## src/hw/rtl/stl_pkg.sv

```systemverilog
// Shared types, constants and helpers for the steering torque limiter.
// No dependencies; used by every file under hw/rtl.
package stl_pkg;

    localparam int WINDOW_DEPTH = 6;

    localparam int RAW_W   = 16;
    localparam int CMD_W   = 16;
    localparam int OUT_W   = 14;
    localparam int MEAS_W  = 18;
    localparam int CALC_W  = 20;
    localparam int PROD_W  = 25;
    localparam int MAG_W   = 23;
    localparam int QUOT_W  = 17;

    localparam int S_DATA_W = 32;
    localparam int M_DATA_W = 72;

    localparam int APB_DATA_W = 32;
    localparam int APB_ADDR_W = 5;

    // divide by 100 as multiply by ceil(2^30 / 100); exact for magnitudes below 2^23
    localparam int RECIP_SHIFT = 30;
    localparam int RECIP_W     = 24;
    localparam logic [RECIP_W-1:0] RECIP_100 = RECIP_W'(((64'd1 << RECIP_SHIFT) + 99) / 100);

    localparam logic signed [CALC_W-1:0] OUT_MIN = -CALC_W'(8192);
    localparam logic signed [CALC_W-1:0] OUT_MAX = CALC_W'(8191);

    localparam logic signed [MEAS_W-1:0] MEAS_TOP = {1'b0, {(MEAS_W-1){1'b1}}};
    localparam logic signed [MEAS_W-1:0] MEAS_BOT = {1'b1, {(MEAS_W-1){1'b0}}};

    localparam logic [7:0]  EPS_FACTOR_RST = 8'd73;
    localparam logic [11:0] TORQUE_MAX_RST = 12'd1500;
    localparam logic [7:0]  RATE_UP_RST    = 8'd10;
    localparam logic [7:0]  RATE_DOWN_RST  = 8'd20;
    localparam logic [11:0] ERROR_MAX_RST  = 12'd350;

    typedef enum logic [2:0] {
        REG_EPS_FACTOR = 3'd0,
        REG_TORQUE_MAX = 3'd1,
        REG_RATE_UP    = 3'd2,
        REG_RATE_DOWN  = 3'd3,
        REG_ERROR_MAX  = 3'd4
    } reg_idx_t;

    typedef enum logic [0:0] {
        OP_MEAS = 1'b0,
        OP_CMD  = 1'b1
    } op_t;

    typedef struct packed {
        logic [7:0]  eps_factor;
        logic [11:0] torque_max;
        logic [7:0]  rate_up;
        logic [7:0]  rate_down;
        logic [11:0] error_max;
    } cfg_t;

    function automatic logic signed [CALC_W-1:0] smin(
        input logic signed [CALC_W-1:0] a,
        input logic signed [CALC_W-1:0] b
    );
        return (a < b) ? a : b;
    endfunction

    function automatic logic signed [CALC_W-1:0] smax(
        input logic signed [CALC_W-1:0] a,
        input logic signed [CALC_W-1:0] b
    );
        return (a > b) ? a : b;
    endfunction

    function automatic logic signed [CALC_W-1:0] sclip(
        input logic signed [CALC_W-1:0] v,
        input logic signed [CALC_W-1:0] lo,
        input logic signed [CALC_W-1:0] hi
    );
        return smax(lo, smin(v, hi));
    endfunction

endpackage

```

## src/hw/rtl/stl_cfg.sv

```systemverilog
// APB register bank for the torque limiter settings.
// Depends on stl_pkg.
module stl_cfg (
    input  logic                              clk,
    input  logic                              rst_n,
    input  logic                              psel,
    input  logic                              penable,
    input  logic                              pwrite,
    input  logic [stl_pkg::APB_ADDR_W-1:0]    paddr,
    input  logic [stl_pkg::APB_DATA_W-1:0]    pwdata,
    output logic [stl_pkg::APB_DATA_W-1:0]    prdata,
    output stl_pkg::cfg_t                     cfg
);

    stl_pkg::cfg_t cfg_reg;
    logic          wr_en;
    logic [2:0]    idx;

    assign idx   = paddr[stl_pkg::APB_ADDR_W-1:2];
    assign wr_en = psel && penable && pwrite;
    assign cfg   = cfg_reg;

    always_ff @(posedge clk or negedge rst_n)
    begin
        if (!rst_n)
        begin
            cfg_reg.eps_factor <= stl_pkg::EPS_FACTOR_RST;
            cfg_reg.torque_max <= stl_pkg::TORQUE_MAX_RST;
            cfg_reg.rate_up    <= stl_pkg::RATE_UP_RST;
            cfg_reg.rate_down  <= stl_pkg::RATE_DOWN_RST;
            cfg_reg.error_max  <= stl_pkg::ERROR_MAX_RST;
        end
        else if (wr_en)
        begin
            unique case (idx)
                stl_pkg::REG_EPS_FACTOR: cfg_reg.eps_factor <= pwdata[7:0];
                stl_pkg::REG_TORQUE_MAX: cfg_reg.torque_max <= pwdata[11:0];
                stl_pkg::REG_RATE_UP:    cfg_reg.rate_up    <= pwdata[7:0];
                stl_pkg::REG_RATE_DOWN:  cfg_reg.rate_down  <= pwdata[7:0];
                stl_pkg::REG_ERROR_MAX:  cfg_reg.error_max  <= pwdata[11:0];
                default: ;
            endcase
        end
    end

    always_comb
    begin
        unique case (idx)
            stl_pkg::REG_EPS_FACTOR: prdata = {24'd0, cfg_reg.eps_factor};
            stl_pkg::REG_TORQUE_MAX: prdata = {20'd0, cfg_reg.torque_max};
            stl_pkg::REG_RATE_UP:    prdata = {24'd0, cfg_reg.rate_up};
            stl_pkg::REG_RATE_DOWN:  prdata = {24'd0, cfg_reg.rate_down};
            stl_pkg::REG_ERROR_MAX:  prdata = {20'd0, cfg_reg.error_max};
            default:                 prdata = '0;
        endcase
    end

endmodule

```

## src/hw/rtl/stl_cell.sv

```systemverilog
// One entry of the measured torque window: shift register tap plus one
// link of the running min/max chain. Depends on stl_pkg.
module stl_cell (
    input  logic                                 clk,
    input  logic                                 rst_n,
    input  logic                                 shift,
    input  logic signed [stl_pkg::MEAS_W-1:0]    din,
    output logic signed [stl_pkg::MEAS_W-1:0]    dout,
    input  logic signed [stl_pkg::MEAS_W-1:0]    min_in,
    input  logic signed [stl_pkg::MEAS_W-1:0]    max_in,
    output logic signed [stl_pkg::MEAS_W-1:0]    min_out,
    output logic signed [stl_pkg::MEAS_W-1:0]    max_out
);

    logic signed [stl_pkg::MEAS_W-1:0] entry_reg;

    always_ff @(posedge clk or negedge rst_n)
    begin
        if (!rst_n)
        begin
            entry_reg <= '0;
        end
        else if (shift)
        begin
            entry_reg <= din;
        end
    end

    assign dout    = entry_reg;
    assign min_out = (entry_reg < min_in) ? entry_reg : min_in;
    assign max_out = (entry_reg > max_in) ? entry_reg : max_in;

endmodule

```

## src/hw/rtl/stl_cmd_limit.sv

```systemverilog
// Command clipping: error band around the newest measurement, then the
// asymmetric rate limit around the last output, then output saturation.
// Depends on stl_pkg.
module stl_cmd_limit (
    input  logic signed [stl_pkg::CMD_W-1:0]     command,
    input  logic signed [stl_pkg::MEAS_W-1:0]    meas,
    input  logic signed [stl_pkg::OUT_W-1:0]     last,
    input  stl_pkg::cfg_t                        cfg,
    output logic signed [stl_pkg::OUT_W-1:0]     limited
);

    localparam int W = stl_pkg::CALC_W;

    logic signed [W-1:0] cmd_w, meas_w, last_w;
    logic signed [W-1:0] e_w, t_w, up_w, dn_w;
    logic signed [W-1:0] band_hi, band_lo, val_a;
    logic signed [W-1:0] rate_hi, rate_lo, val_b, val_c;

    always_comb
    begin
        cmd_w  = W'(command);
        meas_w = W'(meas);
        last_w = W'(last);
        e_w    = W'($signed({1'b0, cfg.error_max}));
        t_w    = W'($signed({1'b0, cfg.torque_max}));
        up_w   = W'($signed({1'b0, cfg.rate_up}));
        dn_w   = W'($signed({1'b0, cfg.rate_down}));

        band_hi = stl_pkg::smin(stl_pkg::smax(meas_w + e_w, e_w), t_w);
        band_lo = stl_pkg::smax(stl_pkg::smin(meas_w - e_w, -e_w), -t_w);
        val_a   = stl_pkg::sclip(cmd_w, band_lo, band_hi);

        // magnitude growth is bounded by rate_up, shrinkage by rate_down
        if (last_w > 0)
        begin
            rate_lo = stl_pkg::smax(last_w - dn_w, -up_w);
            rate_hi = last_w + up_w;
        end
        else
        begin
            rate_lo = last_w - up_w;
            rate_hi = stl_pkg::smin(last_w + dn_w, up_w);
        end
        val_b = stl_pkg::sclip(val_a, rate_lo, rate_hi);
        val_c = stl_pkg::sclip(val_b, stl_pkg::OUT_MIN, stl_pkg::OUT_MAX);
    end

    assign limited = val_c[stl_pkg::OUT_W-1:0];

endmodule

```

## src/hw/rtl/steer_torque_limiter.sv

```systemverilog
// Top level of the steering torque limiter: stream ports, APB settings,
// window cell chain and command limiter. Depends on stl_pkg, stl_cfg,
// stl_cell, stl_cmd_limit.
//
// Input items arrive on s_* (s_tuser = opcode: 0 measurement, 1 command).
// A measurement is scaled by eps_factor/100 (toward zero) and shifted into
// the window; a command is clipped and rate limited and becomes the new
// last output. Every item yields exactly one result item on m_*.
// An item passes stage 1, stage 2 and the output register to m_tvalid.
// Throughput: one item per cycle while m_tready is high; the scaling
// multiply is registered ahead of the state update, and the state update
// and window min/max chain are consecutive stages; items go back to back.
// Ready flows backward combinationally: when m_tready is low the output
// register holds and the two earlier stages still fill, then s_tready
// drops; s_tready is high whenever the output register is empty.
// Reset (rst_n low, asynchronous) clears the window to zeros, the last
// output to zero, all valid flags, and loads the default settings.
// Settings are to be written through APB while the block is idle; the
// block itself does not enforce it. pready is tied high.
module steer_torque_limiter #(
    parameter int WINDOW_DEPTH = stl_pkg::WINDOW_DEPTH
) (
    input  logic                              clk,
    input  logic                              rst_n,
    input  logic                              s_tvalid,
    output logic                              s_tready,
    input  logic [stl_pkg::S_DATA_W-1:0]      s_tdata,   // eps_raw[15:0], command[31:16]
    input  logic                              s_tuser,   // opcode[0]
    output logic                              m_tvalid,
    input  logic                              m_tready,
    // limited_torque[13:0], latest_measured[31:14], window_min[49:32],
    // window_max[67:50], zero[71:68]
    output logic [stl_pkg::M_DATA_W-1:0]      m_tdata,
    output logic                              m_tuser,   // result_kind[0]
    input  logic                              psel,
    input  logic                              penable,
    input  logic                              pwrite,
    input  logic [stl_pkg::APB_ADDR_W-1:0]    paddr,
    input  logic [stl_pkg::APB_DATA_W-1:0]    pwdata,
    output logic [stl_pkg::APB_DATA_W-1:0]    prdata,
    output logic                              pready
);

    localparam int MW = stl_pkg::MEAS_W;

    stl_pkg::cfg_t cfg;

    // stage 1: captured item and raw scaled product
    logic                                   valid1_reg;
    stl_pkg::op_t                           op1_reg;
    logic signed [stl_pkg::PROD_W-1:0]      prod1_reg;
    logic signed [stl_pkg::CMD_W-1:0]       cmd1_reg;

    // stage 2: state updated, result pending readout
    logic                                   valid2_reg;
    logic                                   kind2_reg;
    logic signed [stl_pkg::OUT_W-1:0]       last_output_reg;

    // output register
    logic                                   out_valid_reg;
    logic [stl_pkg::M_DATA_W-1:0]           out_data_reg;
    logic                                   out_kind_reg;

    logic adv_out, s2_free, adv1, accept, shift_en, cmd_en;

    logic                                   prod_neg;
    logic [stl_pkg::MAG_W-1:0]              prod_mag;
    logic [stl_pkg::MAG_W+stl_pkg::RECIP_W-1:0] quot_full;
    logic [stl_pkg::QUOT_W-1:0]             quot;
    logic signed [MW-1:0]                   scaled;
    logic signed [stl_pkg::OUT_W-1:0]       limited;

    logic signed [MW-1:0] win_val  [WINDOW_DEPTH];
    logic signed [MW-1:0] min_link [WINDOW_DEPTH+1];
    logic signed [MW-1:0] max_link [WINDOW_DEPTH+1];
    logic signed [MW-1:0] win_min_m1, win_max_p1;

    assign pready = 1'b1;

    stl_cfg u_cfg (
        .clk     (clk),
        .rst_n   (rst_n),
        .psel    (psel),
        .penable (penable),
        .pwrite  (pwrite),
        .paddr   (paddr),
        .pwdata  (pwdata),
        .prdata  (prdata),
        .cfg     (cfg)
    );

    assign adv_out  = valid2_reg && (!out_valid_reg || m_tready);
    assign s2_free  = !valid2_reg || adv_out;
    assign adv1     = valid1_reg && s2_free;
    assign s_tready = !valid1_reg || adv1;
    assign accept   = s_tvalid && s_tready;
    assign shift_en = adv1 && (op1_reg == stl_pkg::OP_MEAS);
    assign cmd_en   = adv1 && (op1_reg == stl_pkg::OP_CMD);

    always_ff @(posedge clk or negedge rst_n)
    begin
        if (!rst_n)
        begin
            valid1_reg <= 1'b0;
        end
        else if (s_tready)
        begin
            valid1_reg <= s_tvalid;
        end
    end

    always_ff @(posedge clk)
    begin
        if (accept)
        begin
            op1_reg   <= stl_pkg::op_t'(s_tuser);
            prod1_reg <= $signed(s_tdata[15:0]) * $signed({1'b0, cfg.eps_factor});
            cmd1_reg  <= $signed(s_tdata[31:16]);
        end
    end

    // truncating divide by 100 on the magnitude, sign restored afterwards
    always_comb
    begin
        prod_neg  = prod1_reg[stl_pkg::PROD_W-1];
        prod_mag  = prod_neg ? stl_pkg::MAG_W'(-prod1_reg)
                             : stl_pkg::MAG_W'(prod1_reg);
        quot_full = prod_mag * stl_pkg::RECIP_100;
        quot      = quot_full[stl_pkg::RECIP_SHIFT +: stl_pkg::QUOT_W];
        scaled    = prod_neg ? -MW'(quot) : MW'(quot);
    end

    stl_cmd_limit u_cmd_limit (
        .command (cmd1_reg),
        .meas    (win_val[0]),
        .last    (last_output_reg),
        .cfg     (cfg),
        .limited (limited)
    );

    always_ff @(posedge clk or negedge rst_n)
    begin
        if (!rst_n)
        begin
            valid2_reg      <= 1'b0;
            last_output_reg <= '0;
        end
        else
        begin
            if (s2_free)
            begin
                valid2_reg <= adv1;
            end
            if (cmd_en)
            begin
                last_output_reg <= limited;
            end
        end
    end

    always_ff @(posedge clk)
    begin
        if (adv1)
        begin
            kind2_reg <= op1_reg;
        end
    end

    assign min_link[0] = stl_pkg::MEAS_TOP;
    assign max_link[0] = stl_pkg::MEAS_BOT;

    for (genvar i = 0; i < WINDOW_DEPTH; i++)
    begin : g_cell
        logic signed [MW-1:0] cell_din;

        if (i == 0)
        begin : g_head
            assign cell_din = scaled;
        end
        else
        begin : g_tail
            assign cell_din = win_val[i-1];
        end

        stl_cell u_cell (
            .clk     (clk),
            .rst_n   (rst_n),
            .shift   (shift_en),
            .din     (cell_din),
            .dout    (win_val[i]),
            .min_in  (min_link[i]),
            .max_in  (max_link[i]),
            .min_out (min_link[i+1]),
            .max_out (max_link[i+1])
        );
    end

    assign win_min_m1 = min_link[WINDOW_DEPTH] - MW'(1);
    assign win_max_p1 = max_link[WINDOW_DEPTH] + MW'(1);

    always_ff @(posedge clk or negedge rst_n)
    begin
        if (!rst_n)
        begin
            out_valid_reg <= 1'b0;
        end
        else if (!out_valid_reg || m_tready)
        begin
            out_valid_reg <= valid2_reg;
        end
    end

    always_ff @(posedge clk)
    begin
        if (adv_out)
        begin
            out_kind_reg <= kind2_reg;
            out_data_reg <= {4'd0, win_max_p1, win_min_m1, win_val[0], last_output_reg};
        end
    end

    assign m_tvalid = out_valid_reg;
    assign m_tdata  = out_data_reg;
    assign m_tuser  = out_kind_reg;

endmodule

```

## config.mk

```make
export PLATFORM = sky130hd
export DESIGN_NAME = steer_torque_limiter
export DESIGN_NICKNAME = d
export VERILOG_FILES = /design/src/hw/rtl/stl_pkg.sv /design/src/hw/rtl/stl_cfg.sv /design/src/hw/rtl/stl_cell.sv /design/src/hw/rtl/stl_cmd_limit.sv /design/src/hw/rtl/steer_torque_limiter.sv
export SDC_FILE = /design/constraint.sdc
export NUM_CORES = 2
export LEC_CHECK = 0
export ABC_CLOCK_PERIOD_IN_PS = 33500
export BUFFER_PORTS_ARGS = -buffer_cell sky130_fd_sc_hd__buf_2
export CORE_MARGIN = 1
export CORE_UTILIZATION = 35
export CTS_BUF_LIST = sky130_fd_sc_hd__clkbuf_16
export DETAILED_ROUTE_END_ITERATION = 7
export PLACE_DENSITY_LB_ADDON = 0.08
export SYNTH_ARGS = -nofsm -noshare
export SYNTH_HDL_FRONTEND = slang
export SYNTH_HIERARCHICAL = 1
export SYNTH_SLANG_ARGS = --single-unit
```

## constraint.sdc

```tcl
create_clock -name clk -period 33.5 [get_ports clk]
set_input_delay 3.35 -clock clk [delete_from_list [all_inputs] [get_ports clk]]
set_output_delay 3.35 -clock clk [all_outputs]
set_load 0.01 [all_outputs]
```

After elaboration in Yosys (flattened, before gate mapping). Index checks and enable logic that the tools add are counted.

Register bits: 285. Input bits: 77. Bits in latches: 0. Memories kept: 0. Output and inout bits: 108. Memory bits (read-only): 0. Memory bits (writable): 0. Word-level logic and storage cells: 114.

Bitwise gates (word level): 1. Order comparisons: 25. Eq/ne operators: 4. Reductions and logical operators: 19. Multiplexer cells: 29. Shift-type cells: 0. $mul: 2. $add $sub $neg: 13. Div/mod/pow operators: 0.

Operator list (number): $mux 20 (13); $mux 18 (13); $gt 18x18->1 (5); $lt 18x18->1 (5); $gt 20x20->1 (4); $pmux 12 s5 (1); $mul 23x24->47 const B (1); $lt 20x20->1 (2); $neg 12->20 (2); $add 14x9->15 (2); $sub 14x9->15 (2); $mul 16x9->25 (1); $mux 23 (1); $neg 23->23 (1); $gt 14x20->1 const A (1); $gt 20x13->1 (1); $lt 16x20->1 (1); $lt 20x13->1 (1); $lt 20x14->1 const B (1); $lt 20x9->1 (1); $neg 8->20 (1); $add 18x13->19 (1); $sub 18x13->19 (1); $add 18x2->18 const B (1); 15 further kinds (30).

Depth between registers and ports, before layout.
Depth after elaboration: 17. Depth in mapped cells: 96. Gate-level depth less buffers: 86.

Cells and area by module. Netlist, hierarchy kept.

By module, submodules not included: steer_torque_limiter (times used 1, seq. area each 3758.6 um2, area an instance 19537.5 um2, cells each 1877); stl_cell (times used 6, seq. area each 450.4 um2, area an instance 2042.0 um2, cells each 204); stl_cmd_limit (times used 1, seq. area each 0.0 um2, area an instance 10913.0 um2, cells each 1579); stl_cfg (times used 1, seq. area each 1226.2 um2, area an instance 2469.9 um2, cells each 187).

Worst setup path before layout. No wires, ideal clock.

Path kind: register to register. Start: reg u_cfg.cfg_reg (netlist bit u_cfg/cfg[3]). End: reg last_output_reg[11] in the netlist's numbering. Data arrival time: 17.730 ns. Path slack: 15.705 ns. Setup time: 0.065 ns. Cell stages (with the launch flop): 88. Clock period less this slack: 17.795 ns. Required time: 33.435 ns. Buffers on the path: 12. Cell sequence: dfstp_2 > inv_1 > ha_1 > buf_2 > nor2b_1 > o211ai_1 > nand3_1 > a211oi_1 > xor2_1 > ha_1 > nand4_1 > a211oi_1 > a211oi_1 > or2_2 > clkbuf_1 > a41oi_2 > clkbuf_1 > clkbuf_1 > [52 not listed] > nor2b_1 > o21a_1 > o21ai_0 > nand2b_1 > a221oi_1 > o21ai_0 > o31ai_1 > o22a_1 > o21ai_1 > or4b_1 > o41ai_2 > ha_1 > nor2_1 > a32oi_1 > o31ai_1 > buf_2 > o21a_1 > mux2_2.

Word-level cells in the longest chain between the ends: 17. Elaborated cells between the ends (all ways): 23. Those cells by class: add/sub: 3; order compare: 10; mux: 10.

RTL lines: start, declared (line stl_cfg.sv:15) `stl_pkg::cfg_t cfg_reg;`; $add 18x13->19 (line stl_cmd_limit.sv:29) `band_hi = stl_pkg::smin(stl_pkg::smax(meas_w + e_w, e_w), t_w);`; $gt 20x13->1 (line stl_pkg.sv:71) `return (a > b) ? a : b;`; $mux 20 (line stl_pkg.sv:71); $lt 20x13->1 (line stl_pkg.sv:64) `return (a < b) ? a : b;`; $mux 20 (line stl_pkg.sv:64); $lt 16x20->1 (line stl_pkg.sv:64); $mux 20 (line stl_pkg.sv:64); $gt 20x20->1 (line stl_pkg.sv:71); [2 not listed]; $mux 20 * (line stl_pkg.sv:64); $gt 20x20->1 (line stl_pkg.sv:71); $mux 20 * (line stl_pkg.sv:71); $lt 20x14->1 (line stl_pkg.sv:64); $mux 20 * (line stl_pkg.sv:64); $gt 14x20->1 (line stl_pkg.sv:71); $mux 14 * (line stl_pkg.sv:71); named net limited, one bit (line steer_torque_limiter.sv:71) `logic signed [stl_pkg::OUT_W-1:0] limited;`; end signal, assigned (line steer_torque_limiter.sv:156) `last_output_reg <= limited;`; end, declared (line steer_torque_limiter.sv:57) `logic signed [stl_pkg::OUT_W-1:0] last_output_reg;`.

Mark *: on every way through the listed nets, which the timed path passes. The rest lies on a longest branch. A chain may end at the register's enable or synchronous reset.

Worst setup path after layout.
Start: reg u_cfg.cfg_reg (netlist bit u_cfg/cfg[3]). End: reg last_output_reg[10] in the netlist's numbering.

The elaborated chain is that of the path after synthesis.

==> results.txt <==
max_cap viols: 0
Die H: 361 um
highest-delay cell along the critical path: o31a_1
die area: 0.131 mm^2
Routed Antenna Nets: 0
CTS-repair resized insts: 0
RSZ-0062 raised after global routing: false
gr usage total: 20.5%
layout cells sized above 1: 15.0%
WL/cell: 19.8 um
num ports: 185
CP required: 34.06 ns
final cell count without fillers: 6714
gpl congestion: 0.867
Setup Skew: 0.0404 ns
Setup Viol. Count Final: 0
Rows: 131
CTS buffer count: 41
worst-case clock buffer depth: 3
asr flop ratio synth: 60.9%
Placed Area: 0.0478 mm^2
CTS clock-pin slew for the worst setup and hold paths: 0.06 ns
Netlist cell types: 115
Synth warnings: 6
Synth Area per Inst: 9.28 um^2
TritonCTS clock tree: done
pin count of the biggest net entering global routing: 72
Clock Latency Late Sink: 0.62 ns
Most Frequent Cell on Critical Path: ha_1
slew margin rel.: 22.7%
CTS sink count: 284
met2 routed wirelength: 63100 um
Hold Buf Count CTS: 0
DRC errors left: 0
Most used DFF post-synth: dfrtp_1
outcome: complete, no violations
Met1 Wirelength: 63700 um
final WL: 133000 um
fmax: 46.2 MHz
initial antenna violation count: 2
highest routed metal layer: met5
Cells after Synth: 4867
largest fanout on the critical path: 25
CP Capture Type: flop
measured slew at the worst slew-check pin: 1.15 ns
HP Class: flop to flop
Initial Util: 35.3%
drt pass-1 iters: 6
max FFs per register: 108
DIE WIDTH: 361 um
area delta synth->final: 8.90%
Core Area: 0.128 mm^2
initial DRC count: 1835
Routed met3 length: 3160 um
diodes inserted: 0
CP startpoint kind: flop
dpl hpwl: 109000 um
gr ovfl total: 0
root buf cell: clkbuf_16
synthesized area: 0.0452 mm^2
Post-CTS Repair Setup Buffers: 0
Hold Vio Cnt, Final: 0
Post-synth EDFFs: 111
Largest stage delay, worst path: 0.75 ns
worst hold slack: 0.426 ns
DR vias/cell: 5.15
setup TNS: 0 ns
#FFs+latches synth: 284
post-synth top area cell: ha_1
vias in the first global route: 36000
vias: 34600
Port Buffers: 137
period utilization: 64.6%
fin nets: 6129
min Tclk post-route: 21.63 ns
WP data arrival: 22.19 ns
Synth area leaders: ha_1 (20%), fa_1 (14%), mux2_2 (9.8%)
post-route cell area: 0.0492 mm^2
number of max-slew violations in the final report: 0
top cell type's share of synthesized area: 20.2%
Setup CP Type: flop to flop
register area share after synthesis: 17.0%
H-tree lvl count: 2
number of instances in the placed design: 6638
first-pass GRT wire length: 211000 um
-- critical path, delay by kind of cell, from the launching register on --
family          cells  cell delay (ns)
fa+ha+maj           9             3.18
buf+inv             6             1.57
mux                 5             1.46
compound gates     36             9.89
simple gates       24             4.60
flops               1             0.63
xor+xnor            1             0.15
-- cell families (layout without fill, tap and decap cells) --
kind of cell	Yosys count	count (layout)	share of synthesized area, %
buf+inv	985	1076	8.70
mux	442	442	11.0
fa+ha+maj	1033	1033	33.7
simple gates	1078	1078	12.6
flops	284	284	17.0
other cells	4	98	0.0332
compound gates	854	854	13.2
xor+xnor	187	187	3.70
-- cell usage in the layout, fill, tap and decap left out, drive strengths merged, types with 20 or more instances in the layout --
| cell type | n |
|---|---|
| nor2b | 52 |
| dfrtp | 153 |
| mux2 | 407 |
| o21a | 30 |
| nor3 | 75 |
| inv | 837 |
| or3 | 24 |
| ha | 728 |
| and2 | 102 |
| conb | 98 |
| nand3 | 76 |
| mux2i | 35 |
| fa | 305 |
| and3 | 39 |
| o31ai | 26 |
| dfstp | 20 |
| nor2 | 220 |
| a22oi | 20 |
| o211ai | 30 |
| a21o | 96 |
| nand2b | 39 |
| xor2 | 60 |
| a31oi | 31 |
| a21oi | 222 |
| a211oi | 37 |
| edfxtp | 111 |
| clkbuf | 45 |
| nand2 | 243 |
| o21ai | 167 |
| xnor2 | 127 |
| nand4 | 100 |
| buf | 177 |
| nor4 | 22 |
-- worst paths after layout --
check                             start                         to  slack, ns  cells after the start
hold / removal                kind2_reg                    m_tuser       0.43                      0
hold reg to reg               kind2_reg                    m_tuser       0.43                      0
setup reg to reg           u_cfg/cfg[3]        last_output_reg[10]      11.87                     81
max in group asynchronous         rst_n              u_cfg/cfg[41]      28.65                      3
setup / recovery           u_cfg/cfg[3]        last_output_reg[10]      11.87                     81
min in group asynchronous         rst_n  g_cell[1].u_cell/dout[15]       2.71                      1
-- final cells by class --
class,count,area [um^2]
fill,13000,78700
multi-input combinational,3692,33900
sequential,284,7690
inverter,822,3090
tap,1662,2080
clock buffer,44,1100
timing repair buffer,178,1000
clock inverter,32,292
-- layer usage --
layer | vias to the layer above | track usage (%)
met4 | 2 | 4.71
met2 | 475 | 35.3
met3 | 123 | 1.56
li1 | 17100 | -
met1 | 16900 | 28.0
met5 | - | 0
-- cells in the mapped netlist, drive strengths merged, types with 75 or more instances --
| cell | instances |
|---|---|
| ha | 728 |
| nor3 | 75 |
| mux2 | 407 |
| nand4 | 100 |
| nand2 | 243 |
| a21oi | 222 |
| dfrtp | 153 |
| and2 | 102 |
| a21o | 96 |
| o21ai | 167 |
| nor2 | 220 |
| nand3 | 76 |
| xnor2 | 127 |
| clkbuf | 90 |
| fa | 305 |
| edfxtp | 111 |
| inv | 821 |
-- metrics by stage --
stage / setup WS (ns) / utilization (%)
after global placement: 12.20 / 37.4
after floorplan: 15.70 / -
after CTS: 12.04 / 38.5
after global routing: 10.17 / 38.5
after detailed placement: 12.13 / 37.4
final: 11.87 / 38.5
Power is not shown: default switching activity piles up to over one toggle a cycle in this logic, so the estimate is an artifact.
